`config.mk`:
```
export PLATFORM = sky130hd
export DESIGN_NAME = serial_command_to_i2c_frame
export DESIGN_NICKNAME = d
export VERILOG_FILES = /design/src/scf_pkg.sv /design/src/scf_regs.sv /design/src/scf_front.sv /design/src/scf_queue.sv /design/src/scf_back.sv /design/src/serial_command_to_i2c_frame.sv
export SDC_FILE = /design/constraint.sdc
export NUM_CORES = 1
export LEC_CHECK = 0
export BUFFER_PORTS_ARGS = -buffer_cell sky130_fd_sc_hd__buf_2
export CORE_AREA = 5 5 230 120
export DETAILED_ROUTE_END_ITERATION = 10
export DIE_AREA = 0 0 235 125
export PLACE_DENSITY_LB_ADDON = 0.3
export SYNTH_ARGS = -nofsm -noshare
export SYNTH_HDL_FRONTEND = slang
export SYNTH_SLANG_ARGS = --single-unit
```
`constraint.sdc`:
```
create_clock -name clk -period 4.1 [get_ports clk]
set_input_delay 0.41 -clock clk [delete_from_list [all_inputs] [get_ports clk]]
set_output_delay 0.41 -clock clk [all_outputs]
set_load 0.05 [all_outputs]
```
`src/scf_pkg.sv`:
```
// ----------------------------------------------------------------------------
// scf_pkg
// Shared types and constants of the serial command to I2C frame decoder.
// ----------------------------------------------------------------------------
package scf_pkg;

    localparam logic [7:0] PATTERN_OPCODE = 8'h21;
    localparam logic [7:0] BROADCAST_ADDR = 8'h00;
    localparam logic [7:0] REMOTE_RESET   = 8'h30;

    localparam logic [2:0] REG_WRITE_WORD = 3'd0;
    localparam logic [2:0] REG_INCLUDE    = 3'd1;
    localparam logic [2:0] REG_EXCLUDE    = 3'd2;
    localparam logic [2:0] REG_ISYNC      = 3'd3;
    localparam logic [2:0] REG_ESYNC      = 3'd4;

    typedef enum logic [3:0] {
        CMD_NONE,
        CMD_PATTERN,
        CMD_SET_REMOTE,
        CMD_INCLUDE,
        CMD_EXCLUDE,
        CMD_ISYNC,
        CMD_ESYNC,
        CMD_RED,
        CMD_GREEN,
        CMD_BLUE,
        CMD_ABORT
    } cmd_t;

    typedef struct packed {
        cmd_t       cmd;
        logic       is_hex;
        logic [3:0] hex;
    } token_t;

    typedef struct packed {
        logic [7:0] write_word;
        logic [7:0] incl;
        logic [7:0] exclude;
        logic [7:0] isync;
        logic [7:0] esync;
    } opcodes_t;

    typedef enum logic [1:0] {
        MODE_NORMAL,
        MODE_COLOUR,
        MODE_HEX
    } mode_t;

    typedef enum logic [2:0] {
        DST_REMOTE,
        DST_INC_TARGET,
        DST_INC_PHASE,
        DST_EXC_TARGET,
        DST_ISYNC_PHASE
    } dest_t;

endpackage

```
`src/scf_regs.sv`:
```
// ----------------------------------------------------------------------------
// scf_regs
// APB register file holding the five command opcodes.
// ----------------------------------------------------------------------------
module scf_regs (
    input  logic               clk,
    input  logic               rst_n,
    input  logic               psel,
    input  logic               penable,
    input  logic               pwrite,
    input  logic [4:0]         paddr,
    input  logic [31:0]        pwdata,
    output logic [31:0]        prdata,
    output logic               pready,
    output scf_pkg::opcodes_t  opcodes
);
    import scf_pkg::*;

    opcodes_t   opc_reg;
    logic       wr_en;
    logic [2:0] index;
    logic [7:0] rd_byte;

    assign pready  = 1'b1;
    assign wr_en   = psel & penable & pwrite & pready;
    assign index   = paddr[4:2];
    assign opcodes = opc_reg;
    assign prdata  = {24'd0, rd_byte};

    always_comb
    begin
        unique case (index)
            REG_WRITE_WORD: rd_byte = opc_reg.write_word;
            REG_INCLUDE:    rd_byte = opc_reg.incl;
            REG_EXCLUDE:    rd_byte = opc_reg.exclude;
            REG_ISYNC:      rd_byte = opc_reg.isync;
            REG_ESYNC:      rd_byte = opc_reg.esync;
            default:        rd_byte = 8'd0;
        endcase
    end

    always_ff @(posedge clk or negedge rst_n)
    begin
        if (!rst_n)
        begin
            opc_reg <= '0;
        end
        else if (wr_en)
        begin
            unique case (index)
                REG_WRITE_WORD: opc_reg.write_word <= pwdata[7:0];
                REG_INCLUDE:    opc_reg.incl       <= pwdata[7:0];
                REG_EXCLUDE:    opc_reg.exclude    <= pwdata[7:0];
                REG_ISYNC:      opc_reg.isync      <= pwdata[7:0];
                REG_ESYNC:      opc_reg.esync      <= pwdata[7:0];
                default:        ;
            endcase
        end
    end

endmodule

```
`src/scf_front.sv`:
```
// ----------------------------------------------------------------------------
// scf_front
// Accepts received characters and classifies each into a command token.
// ----------------------------------------------------------------------------
module scf_front (
    input  logic            rx_valid,
    output logic            rx_stall,
    input  logic [7:0]      rx_byte,
    input  logic            queue_full,
    output logic            push,
    output scf_pkg::token_t token
);
    import scf_pkg::*;

    assign rx_stall = queue_full;
    assign push     = rx_valid & ~queue_full;

    always_comb
    begin
        token.is_hex = 1'b0;
        token.hex    = 4'd0;
        if (rx_byte >= "0" && rx_byte <= "9")
        begin
            token.is_hex = 1'b1;
            token.hex    = 4'(rx_byte - 8'h30);
        end
        else if (rx_byte >= "a" && rx_byte <= "f")
        begin
            token.is_hex = 1'b1;
            token.hex    = 4'(rx_byte - 8'h57);
        end
        else if (rx_byte >= "A" && rx_byte <= "F")
        begin
            token.is_hex = 1'b1;
            token.hex    = 4'(rx_byte - 8'h37);
        end
    end

    always_comb
    begin
        unique case (rx_byte)
            "0", "1", "2": token.cmd = CMD_PATTERN;
            "t":           token.cmd = CMD_SET_REMOTE;
            "i":           token.cmd = CMD_INCLUDE;
            "e":           token.cmd = CMD_EXCLUDE;
            "s":           token.cmd = CMD_ISYNC;
            "S":           token.cmd = CMD_ESYNC;
            "r":           token.cmd = CMD_RED;
            "g":           token.cmd = CMD_GREEN;
            "b":           token.cmd = CMD_BLUE;
            "x":           token.cmd = CMD_ABORT;
            default:       token.cmd = CMD_NONE;
        endcase
    end

endmodule

```
`src/scf_queue.sv`:
```
// ----------------------------------------------------------------------------
// scf_queue
// Two-entry token queue between the front and back parts.
// ----------------------------------------------------------------------------
module scf_queue (
    input  logic            clk,
    input  logic            rst_n,
    input  logic            push,
    input  scf_pkg::token_t push_token,
    output logic            full,
    input  logic            pop,
    output logic            pop_valid,
    output scf_pkg::token_t pop_token
);
    import scf_pkg::*;

    token_t     mem [2];
    logic       wr_ptr_reg;
    logic       rd_ptr_reg;
    logic [1:0] count_reg;
    logic       do_push;
    logic       do_pop;

    assign full      = (count_reg == 2'd2);
    assign pop_valid = (count_reg != 2'd0);
    assign pop_token = mem[rd_ptr_reg];
    assign do_push   = push & ~full;
    assign do_pop    = pop & pop_valid;

    always_ff @(posedge clk)
    begin
        if (do_push)
        begin
            mem[wr_ptr_reg] <= push_token;
        end
    end

    always_ff @(posedge clk or negedge rst_n)
    begin
        if (!rst_n)
        begin
            wr_ptr_reg <= 1'b0;
            rd_ptr_reg <= 1'b0;
            count_reg  <= 2'd0;
        end
        else
        begin
            if (do_push)
            begin
                wr_ptr_reg <= ~wr_ptr_reg;
            end
            if (do_pop)
            begin
                rd_ptr_reg <= ~rd_ptr_reg;
            end
            unique case ({do_push, do_pop})
                2'b10:   count_reg <= count_reg + 2'd1;
                2'b01:   count_reg <= count_reg - 2'd1;
                default: count_reg <= count_reg;
            endcase
        end
    end

endmodule

```
`src/scf_back.sv`:
```
// ----------------------------------------------------------------------------
// scf_back
// Runs the command parser on tokens and registers the I2C frames it builds.
// ----------------------------------------------------------------------------
module scf_back (
    input  logic              clk,
    input  logic              rst_n,
    input  scf_pkg::opcodes_t opcodes,
    input  logic              tok_valid,
    input  scf_pkg::token_t   token,
    output logic              pop,
    output logic              frame_valid,
    input  logic              frame_stall,
    output logic [7:0]        dest_address,
    output logic [2:0]        byte_count,
    output logic [7:0]        byte0,
    output logic [7:0]        byte1,
    output logic [7:0]        byte2,
    output logic [7:0]        byte3
);
    import scf_pkg::*;

    mode_t      mode_reg,    mode_next;
    dest_t      dst_reg,     dst_next;
    logic [1:0] digit_reg,   digit_next;
    logic [1:0] chan_reg,    chan_next;
    logic [7:0] high_reg,    high_next;
    logic [7:0] low_reg,     low_next;
    logic [7:0] asm_reg,     asm_next;
    logic [7:0] remote_reg,  remote_next;
    logic [7:0] target_reg,  target_next;
    logic [7:0] phase_reg,   phase_next;

    logic       valid_reg;
    logic [7:0] dest_reg;
    logic [2:0] count_reg;
    logic [7:0] b0_reg, b1_reg, b2_reg, b3_reg;

    logic       fire;
    logic [7:0] f_dest;
    logic [2:0] f_count;
    logic [7:0] f_b0, f_b1, f_b2, f_b3;
    logic [7:0] hex_byte;

    assign pop          = tok_valid & (~valid_reg | ~frame_stall);
    assign hex_byte     = {asm_reg[7:4], token.hex};
    assign frame_valid  = valid_reg;
    assign dest_address = dest_reg;
    assign byte_count   = count_reg;
    assign byte0        = b0_reg;
    assign byte1        = b1_reg;
    assign byte2        = b2_reg;
    assign byte3        = b3_reg;

    always_comb
    begin
        mode_next   = mode_reg;
        dst_next    = dst_reg;
        digit_next  = digit_reg;
        chan_next   = chan_reg;
        high_next   = high_reg;
        low_next    = low_reg;
        asm_next    = asm_reg;
        remote_next = remote_reg;
        target_next = target_reg;
        phase_next  = phase_reg;
        unique case (mode_reg)
            MODE_COLOUR:
            begin
                if (token.cmd == CMD_ABORT)
                begin
                    mode_next = MODE_NORMAL;
                end
                else if (token.is_hex)
                begin
                    digit_next = digit_reg + 2'd1;
                    unique case (digit_reg)
                        2'd0: high_next = {token.hex, 4'd0};
                        2'd1: high_next = {high_reg[7:4], token.hex};
                        2'd2: low_next  = {token.hex, 4'd0};
                        default:
                        begin
                            low_next  = {low_reg[7:4], token.hex};
                            mode_next = MODE_NORMAL;
                        end
                    endcase
                end
            end
            MODE_HEX:
            begin
                if (!token.is_hex)
                begin
                    mode_next = MODE_NORMAL;
                end
                else if (digit_reg == 2'd0)
                begin
                    asm_next   = {token.hex, 4'd0};
                    digit_next = 2'd1;
                end
                else
                begin
                    asm_next   = hex_byte;
                    digit_next = 2'd0;
                    mode_next  = MODE_NORMAL;
                    unique case (dst_reg)
                        DST_REMOTE:     remote_next = hex_byte;
                        DST_INC_TARGET:
                        begin
                            target_next = hex_byte;
                            mode_next   = MODE_HEX;
                            dst_next    = DST_INC_PHASE;
                        end
                        DST_INC_PHASE:   phase_next  = hex_byte;
                        DST_EXC_TARGET:  target_next = hex_byte;
                        DST_ISYNC_PHASE: phase_next  = hex_byte;
                        default:         ;
                    endcase
                end
            end
            default:
            begin
                mode_next = MODE_NORMAL;
                unique case (token.cmd)
                    CMD_PATTERN: asm_next = {4'd0, token.hex};
                    CMD_SET_REMOTE, CMD_INCLUDE, CMD_EXCLUDE, CMD_ISYNC:
                    begin
                        mode_next  = MODE_HEX;
                        digit_next = 2'd0;
                        unique case (token.cmd)
                            CMD_SET_REMOTE: dst_next = DST_REMOTE;
                            CMD_INCLUDE:    dst_next = DST_INC_TARGET;
                            CMD_EXCLUDE:    dst_next = DST_EXC_TARGET;
                            default:        dst_next = DST_ISYNC_PHASE;
                        endcase
                    end
                    CMD_RED, CMD_GREEN, CMD_BLUE:
                    begin
                        mode_next  = MODE_COLOUR;
                        high_next  = 8'd0;
                        low_next   = 8'd0;
                        digit_next = 2'd0;
                        unique case (token.cmd)
                            CMD_RED:   chan_next = 2'd0;
                            CMD_GREEN: chan_next = 2'd1;
                            default:   chan_next = 2'd2;
                        endcase
                    end
                    default: ;
                endcase
            end
        endcase
    end

    always_comb
    begin
        fire    = 1'b0;
        f_dest  = 8'd0;
        f_count = 3'd1;
        f_b0    = 8'd0;
        f_b1    = 8'd0;
        f_b2    = 8'd0;
        f_b3    = 8'd0;
        unique case (mode_reg)
            MODE_COLOUR:
            begin
                if (token.cmd != CMD_ABORT && token.is_hex && digit_reg == 2'd3)
                begin
                    fire    = 1'b1;
                    f_dest  = remote_reg;
                    f_count = 3'd4;
                    f_b0    = opcodes.write_word;
                    f_b1    = {6'd0, chan_reg};
                    f_b2    = {low_reg[7:4], token.hex};
                    f_b3    = high_reg;
                end
            end
            MODE_HEX:
            begin
                if (token.is_hex && digit_reg != 2'd0)
                begin
                    unique case (dst_reg)
                        DST_INC_PHASE:
                        begin
                            fire    = 1'b1;
                            f_dest  = target_reg;
                            f_count = 3'd2;
                            f_b0    = opcodes.incl;
                            f_b1    = hex_byte;
                        end
                        DST_EXC_TARGET:
                        begin
                            fire    = 1'b1;
                            f_dest  = hex_byte;
                            f_b0    = opcodes.exclude;
                        end
                        DST_ISYNC_PHASE:
                        begin
                            fire    = 1'b1;
                            f_dest  = BROADCAST_ADDR;
                            f_count = 3'd2;
                            f_b0    = opcodes.isync;
                            f_b1    = hex_byte;
                        end
                        default: ;
                    endcase
                end
            end
            default:
            begin
                if (token.cmd == CMD_PATTERN)
                begin
                    fire    = 1'b1;
                    f_dest  = remote_reg;
                    f_count = 3'd2;
                    f_b0    = PATTERN_OPCODE;
                    f_b1    = {4'd0, token.hex};
                end
                else if (token.cmd == CMD_ESYNC)
                begin
                    fire    = 1'b1;
                    f_dest  = BROADCAST_ADDR;
                    f_b0    = opcodes.esync;
                end
            end
        endcase
    end

    always_ff @(posedge clk or negedge rst_n)
    begin
        if (!rst_n)
        begin
            mode_reg   <= MODE_NORMAL;
            dst_reg    <= DST_REMOTE;
            digit_reg  <= 2'd0;
            chan_reg   <= 2'd0;
            high_reg   <= 8'd0;
            low_reg    <= 8'd0;
            asm_reg    <= 8'd0;
            remote_reg <= REMOTE_RESET;
            target_reg <= 8'd0;
            phase_reg  <= 8'd0;
            valid_reg  <= 1'b0;
        end
        else
        begin
            if (pop)
            begin
                mode_reg   <= mode_next;
                dst_reg    <= dst_next;
                digit_reg  <= digit_next;
                chan_reg   <= chan_next;
                high_reg   <= high_next;
                low_reg    <= low_next;
                asm_reg    <= asm_next;
                remote_reg <= remote_next;
                target_reg <= target_next;
                phase_reg  <= phase_next;
            end
            if (pop && fire)
            begin
                valid_reg <= 1'b1;
            end
            else if (!frame_stall)
            begin
                valid_reg <= 1'b0;
            end
        end
    end

    always_ff @(posedge clk)
    begin
        if (pop && fire)
        begin
            dest_reg  <= f_dest;
            count_reg <= f_count;
            b0_reg    <= f_b0;
            b1_reg    <= f_b1;
            b2_reg    <= f_b2;
            b3_reg    <= f_b3;
        end
    end

endmodule

```
`src/serial_command_to_i2c_frame.sv`:
```
// ----------------------------------------------------------------------------
// serial_command_to_i2c_frame
// Decodes one-letter serial commands into I2C write frames.
//
//   channel  direction  handshake            payload
//   rx       in         rx_valid/rx_stall    rx_byte
//   frame    out        frame_valid/stall    dest_address, byte_count, byte0..3
//   apb      in         psel/penable/pready  paddr, pwdata, prdata
//
// One character per cycle is accepted while the queue is not full; the parser
// consumes one token a cycle unless a valid frame is stalled. A frame rises
// once its last character has passed through the queue into the frame output
// register. Reset clears the parser state, the queue and the opcode registers.
// A stalled frame holds; the two-entry queue keeps taking characters until full.
// ----------------------------------------------------------------------------
module serial_command_to_i2c_frame (
    input  logic        clk,
    input  logic        rst_n,
    input  logic        psel,
    input  logic        penable,
    input  logic        pwrite,
    input  logic [4:0]  paddr,
    input  logic [31:0] pwdata,
    output logic [31:0] prdata,
    output logic        pready,
    input  logic        rx_valid,
    output logic        rx_stall,
    input  logic [7:0]  rx_byte,
    output logic        frame_valid,
    input  logic        frame_stall,
    output logic [7:0]  dest_address,
    output logic [2:0]  byte_count,
    output logic [7:0]  byte0,
    output logic [7:0]  byte1,
    output logic [7:0]  byte2,
    output logic [7:0]  byte3
);
    import scf_pkg::*;

    opcodes_t opcodes;
    token_t   push_token;
    token_t   pop_token;
    logic     push;
    logic     queue_full;
    logic     pop;
    logic     pop_valid;

    scf_regs u_regs (
        .clk     (clk),
        .rst_n   (rst_n),
        .psel    (psel),
        .penable (penable),
        .pwrite  (pwrite),
        .paddr   (paddr),
        .pwdata  (pwdata),
        .prdata  (prdata),
        .pready  (pready),
        .opcodes (opcodes)
    );

    scf_front u_front (
        .rx_valid   (rx_valid),
        .rx_stall   (rx_stall),
        .rx_byte    (rx_byte),
        .queue_full (queue_full),
        .push       (push),
        .token      (push_token)
    );

    scf_queue u_queue (
        .clk        (clk),
        .rst_n      (rst_n),
        .push       (push),
        .push_token (push_token),
        .full       (queue_full),
        .pop        (pop),
        .pop_valid  (pop_valid),
        .pop_token  (pop_token)
    );

    scf_back u_back (
        .clk          (clk),
        .rst_n        (rst_n),
        .opcodes      (opcodes),
        .tok_valid    (pop_valid),
        .token        (pop_token),
        .pop          (pop),
        .frame_valid  (frame_valid),
        .frame_stall  (frame_stall),
        .dest_address (dest_address),
        .byte_count   (byte_count),
        .byte0        (byte0),
        .byte1        (byte1),
        .byte2        (byte2),
        .byte3        (byte3)
    );

endmodule
```
Yosys cells after proc, flatten, opt, wreduce, memory -nomap -nowiden
Memories as Yosys holds them, arrays and structs flattened.
Index checks and enable logic that the tools add are counted.
{ "totals": {"mem_bits_ro": 0, "memories": 1, "wordCells": 222, "regBits": 129, "output_inout_bits": 78, "ramBits": 18, "latchBits": 0, "in_bits": 52} }
{ "mem_list": {"columns": ["name", "depth", "width", "read_ports", "rd_ports_with_merged_regs", "wr", "line_no", "rtl"], "rows": [
  ["u_queue.mem", 2, 9, 1, 0, 1, "scf_queue.sv:17", "token_t mem [2];"]
]} }
{ "op_classes": {"shift": 0, "order_cmp": 6, "n_mul": 0, "n_div": 0, "mux": 71, "n_addsub": 6, "bitwise_logic": 16, "n_eq_ne": 54, "n_reduce_logical": 43} }
{ "op_table": {"columns": ["cell", "n"], "rows": [
  ["$pmux 8 s2", 9],
  ["$mux 8", 17],
  ["$eq 8x7->1 const B", 9],
  ["$pmux 4 s10", 1],
  ["$pmux 8 s5", 1],
  ["$mux 2", 13],
  ["$eq 8x6->1 const B", 3],
  ["$pmux 8 s3", 1],
  ["$pmux 2 s2", 5],
  ["$reduce_and 5->1", 4],
  ["$mux 3", 6],
  ["$eq 4x3->1 const B", 4],
  ["$ge 8x7->1 const B", 2],
  ["$le 8x7->1 const B", 2],
  ["$mux 5", 3],
  ["$reduce_and 7->1", 2],
  ["$eq 3x2->1 const B", 4],
  ["$eq 4x4->1 const B", 3],
  ["$ne 2x2->1 const B", 6],
  ["$pmux 3 s2", 2],
  ["$reduce_and 2->1", 6],
  ["$reduce_and 6->1", 2],
  ["$reduce_bool 2->1", 6],
  ["$reduce_or 3->1", 4],
  ["33 further kinds", 81]
]} }

Longest topological paths before layout
An unclocked memory read counts as a cell.
{ "depth": {"word_depth": 8, "depth_mapped": 9, "mapped_depth_nobuf": 7} }

By module
Synthesis repeated with hierarchy kept, for this count alone.
{ "hier_totals": {"cells_unflattened": 610, "area_unflattened_um2": 7628.6} }
{ "modules_own_cells": {"columns": ["module", "n_inst", "area_each_um2", "seq_area_each_um2", "cells_each"], "rows": [
  ["scf_back", 1, 4256.6, 2344.7, 349],
  ["scf_regs", 1, 2107.0, 1001.0, 160],
  ["scf_queue", 1, 845.8, 640.6, 46],
  ["scf_front", 1, 419.2, 0.0, 55]
]} }

Worst setup path after synthesis
OpenSTA, ideal clock, no wires.
{ "synth_timing": {"kind": "reg-to-reg", "startpoint": "register u_queue.rd_ptr_reg", "endpoint": "register u_back.b0_reg[0] (netlist: u_back.byte0[0]), enable pin", "setup_ps": 449, "path_slack_ps": 319, "stages_incl_launch_ff": 6, "period_less_slack_ps": 3781, "required_ps": 3651, "arrival_ps": 3332, "n_path_buf": 1, "cell_sequence": "dfrtp_1 buf_6 or3b_2 a22oi_1 inv_1 a221oi_2"} }
{ "synth_between": {"elab_chain_len": 7, "word_cells_on_any_way": 13, "classes_between": "eq/ne (3); mux (5); reduce/logical (4); memory (1)"} }
{ "synth_lines": {"columns": ["element", "line_no", "rtl"], "rows": [
  ["start: declaration", "scf_queue.sv:19", "logic rd_ptr_reg;"],
  ["start signal: assignment", "scf_queue.sv:54", "rd_ptr_reg <= ~rd_ptr_reg;"],
  ["$mem_v2 2x9 (*)", null, null],
  ["$ne 4x4->1", "scf_back.sv:166", "if (token.cmd != CMD_ABORT && token.is_hex && digit_reg == 2'd3)"],
  ["$logic_and 1x1->1 (2 in series)", "scf_back.sv:166", null],
  ["$mux 1", "scf_back.sv:166", null],
  ["$pmux 1 s2 (*)", "scf_back.sv:163", "unique case (mode_reg)"],
  ["$logic_and 1x1->1 (*)", "scf_back.sv:272", "if (pop && fire)"],
  ["end signal: assignment", "scf_back.sv:276", "b0_reg <= f_b0;"],
  ["end: declaration", "scf_back.sv:37", "logic [7:0] b0_reg, b1_reg, b2_reg, b3_reg;"]
]} }
Mark *: on every way between the ends. The rest lies on a longest branch, timed or not.
A chain may end at the register's enable or synchronous reset.

Final worst setup path
{ "layout_timing": {"startpoint": "register u_queue.rd_ptr_reg", "endpoint": "register u_back.b3_reg[2] (netlist: u_back.byte3[2]), enable pin"} }
{ "layout_between": {"elab_chain_len": 7, "word_cells_on_any_way": 13, "classes_between": "eq/ne (3); mux (5); reduce/logical (4); memory (1)"} }
{ "layout_lines": {"columns": ["element", "line_no", "rtl"], "rows": [
  ["$mem_v2 2x9 (*)", null, null],
  ["$ne 4x4->1", "scf_back.sv:166", null],
  ["$logic_and 1x1->1 (2 in series)", "scf_back.sv:166", null],
  ["$mux 1", "scf_back.sv:166", null],
  ["$pmux 1 s2 (*)", "scf_back.sv:163", null],
  ["$logic_and 1x1->1 (*)", "scf_back.sv:272", null],
  ["end signal: assignment", "scf_back.sv:279", "b3_reg <= f_b3;"],
  ["end: declaration", "scf_back.sv:37", null]
]} }
Marks and branches as above.

==> flow_metrics.py <==
metrics = {
    "power_and_ir_drop": {
        "total_power_mw": 6.295,
        "vdd_drop_max_mv": 0.3906,
        "powerDensity_nw_per_um2": 719.1,
        "leakage_nw": 3.646,
    },
    "yosys": {
        "synth_top_area_frac": 0.2798,
        "synth_seq_cells": 147,
        "synth_top_cell_by_area": "dfrtp_1",
        "syn-mean-instance-area_um2": 11.65,
        "synthTopCellsByArea": "dfrtp_1 28%, edfxtp_1 24%, mux2_2 10%",
        "synth_cell_types": 71,
        "ys.flop_type": "dfrtp_1",
        "async_flop_share": 0.5850,
        "synth.cell_area_um2": 7512,
        "syn-instance-count": 645,
        "yosysSeqAreaShare": 0.5306,
        "synth_edf_count": 61,
        "synth_warnings": 0,
    },
    "placement": {
        "dpl.hpwl_um": 13470,
        "portBuffers": 78,
        "routabilityCongestion": 0.7996,
        "placed_area_um2": 8179,
        "dp_cells": 1053,
    },
    "sta": {
        "timing.final.crit_share": 0.7655,
        "max_freq_ghz": 0.3186,
        "relSlewSlack": 0.3458,
        "rsz0062_at_grt": "no",
        "final_max_slew_viol_count": 0,
        "hold_viol": 0,
        "skew_ns": 0.008893,
        "timing_worst_slew_pin_value_ns": 0.9813,
        "setup_viol": 0,
        "final.min_clock_period_ns": 3.138,
        "setup_tns_ns": 0,
    },
    "routing": {
        "wl_met3_um": 1135,
        "first_pass_iters": 5,
        "routed_wl_um": 18890,
        "dr.first_iter.drc_count": 547,
        "wl_per_cell_um": 17.39,
        "highest_layer": "met5",
        "wl_met2_um": 7306,
        "vias_per_cell": 4.747,
        "met1Wirelength_um": 10240,
        "vias": 5155,
        "drcViolationCount": 0,
        "ant_nets": 0,
    },
    "cells_and_area": {
        "nNetsFinal": 783,
        "fillers": 2576,
        "drive_gt1_frac": 0.2960,
        "largest_reg_flops": 40,
        "finish.instance_area_um2": 8755,
        "stdcell_count": 1086,
        "multi_input_area_um2": 3197,
        "area_growth_pct": 16.54,
        "ff_latch_area_um2": 3986,
    },
    "worst_setup_path": {
        "end_kind": "flop",
        "setup.worst_path.start_class": "flop",
        "crit_type": "reg2reg",
        "worst_ep_arrival_time_ns": 3.26,
        "cp_max_fo": 38,
        "critPathRequiredTime_ns": 4.22,
    },
    "status": {
        "status": "finished clean",
    },
    "clocking": {
        "cts-htree-levels": 4,
        "cts_buffers": 17,
        "clock_sinks": 147,
        "clockBufferDepth": 2,
        "postCtsSetupRepairBufs": 0,
        "cts_root_buf": "clkbuf_16",
        "ctsHoldBuffers": 0,
        "clk_pin_slew_ns": 0.07,
        "cts.repair.resized": 0,
        "clk_latency_ns": 0.43,
        "cts_tree": "done",
    },
    "hold_path": {
        "hold_path.class": "in2async",
    },
    "grt": {
        "grt_first_pass_wirelength_um": 29930,
        "grt_start_max_net_pins": 66,
        "grt_usage": 0.1294,
        "antenna_found_initial": 2,
        "grt_pass1_vias": 5023,
        "grt_remaining_overflow": 0,
    },
    "die": {
        "core-area_um2": 25700,
        "start_util": 0.2923,
        "ios": 130,
        "rows": 42,
        "die_y_um": 125,
        "chipWidth_um": 235,
        "die_area_um2": 29380,
    },
    "run": {
        "drv_cap": 0,
    },
}
==> per-layer routing <==
metal	up-vias	global-route usage
met5	-	0
met4	4	0.03362
met3	20	0.04026
met2	135	0.1621
met1	2547	0.2087
li1	2449	-
==> cell usage after synthesis (17+ instances only) <==
| cell | instances |
|---|---|
| dfrtp_1 | 84 |
| mux2_2 | 69 |
| edfxtp_1 | 61 |
| nor2_1 | 58 |
| nand2_1 | 45 |
| buf_4 | 27 |
| o21ai_0 | 27 |
| a22oi_1 | 23 |
| and2_1 | 19 |
| clkbuf_1 | 19 |
| a21oi_1 | 18 |
| inv_1 | 17 |
==> worst paths after layout <==
path / startpoint / slack [ns] / depth (start not counted) / to
setup / recovery: u_queue.rd_ptr_reg / 0.96 / 5 / u_back.byte3[2]
hold / removal: rst_n / 0.07 / 1 / u_regs.opcodes[10]
setup reg to reg: u_queue.rd_ptr_reg / 0.96 / 5 / u_back.byte3[2]
hold reg to reg: u_back.target_reg[0] / 0.48 / 2 / u_back.target_reg[0]
max in group asynchronous: rst_n / 3.18 / 2 / u_queue.rd_ptr_reg
min in group clk: frame_stall / 0.21 / 2 / u_back.frame_valid
==> cell families after synthesis <==
| logic type | after synthesis | synth area share |
|---|---|---|
| adder cells (fa/ha/maj) | 11 | 0.01832 |
| AO/OA/AOI/OAI | 125 | 0.1169 |
| buffers and inverters | 74 | 0.05679 |
| other | 2 | 0.0009997 |
| XOR/XNOR | 7 | 0.008161 |
| multiplexers | 90 | 0.1379 |
| flip-flops | 147 | 0.5306 |
| AND/OR/NAND/NOR | 189 | 0.1303 |
==> placed cells by master, fill, tap and decap left out, types with 3 or more instances in the layout <==
cell,count
a21oi_1,18
mux2_4,7
nand4_1,3
nand3b_1,5
buf_4,11
nand2b_1,3
o211ai_1,8
xnor2_1,6
nand2_1,45
mux2_2,69
conb_1,25
clkbuf_16,17
nor3_1,4
and2_1,19
buf_2,77
and3_1,3
a21o_1,4
ha_1,11
o22ai_1,11
edfxtp_1,61
o21ai_0,27
mux2i_1,12
and3b_1,3
dfrtp_1,84
nor3b_1,5
inv_1,17
nor2b_1,9
inv_6,6
o2bb2ai_1,10
or3_1,3
nand3_1,13
a22oi_1,23
nor2_1,58
==> per-stage QoR <==
stage,setup slack [ns],util,hold slack [ns]
floorplan,0.3193,-,0.1144
global placement,1.023,0.3183,0.4576
detailed placement,0.9255,0.3183,0.4651
CTS,0.9271,0.3406,0.09791
global route,0.8150,0.3406,0.1276
finish,0.9615,0.3407,0.06659
==> worst max-delay path, cell delays in order, from the launching register on <==
cell	delay, ns
dfrtp_1	0.77
mux2_4	0.35
nand2_1	0.15
or3_1	0.58
a221oi_4	0.64
buf_12	0.30
==> cell type report <==
class | count | share of cell area
diodes | 1 | 0.0002858
flip-flops and latches | 147 | 0.4553
multi-input cells | 447 | 0.3652
clock inverters | 15 | 0.01686
repair buffers | 89 | 0.05574
well taps | 352 | 0.05031
clock buffers | 17 | 0.04859
inverters | 18 | 0.007718
==> report_power, final <==
part	total [mW]	leakage [nW]	internal, mW	switching, mW
Combinational	2.46	1.66	0.707	1.75
Sequential	2.31	1.71	2.04	0.264
Clock	1.53	0.279	0.853	0.675
Total	6.30	3.65	3.60	2.69
No activity file was read; power rests on OpenSTA's default activity.
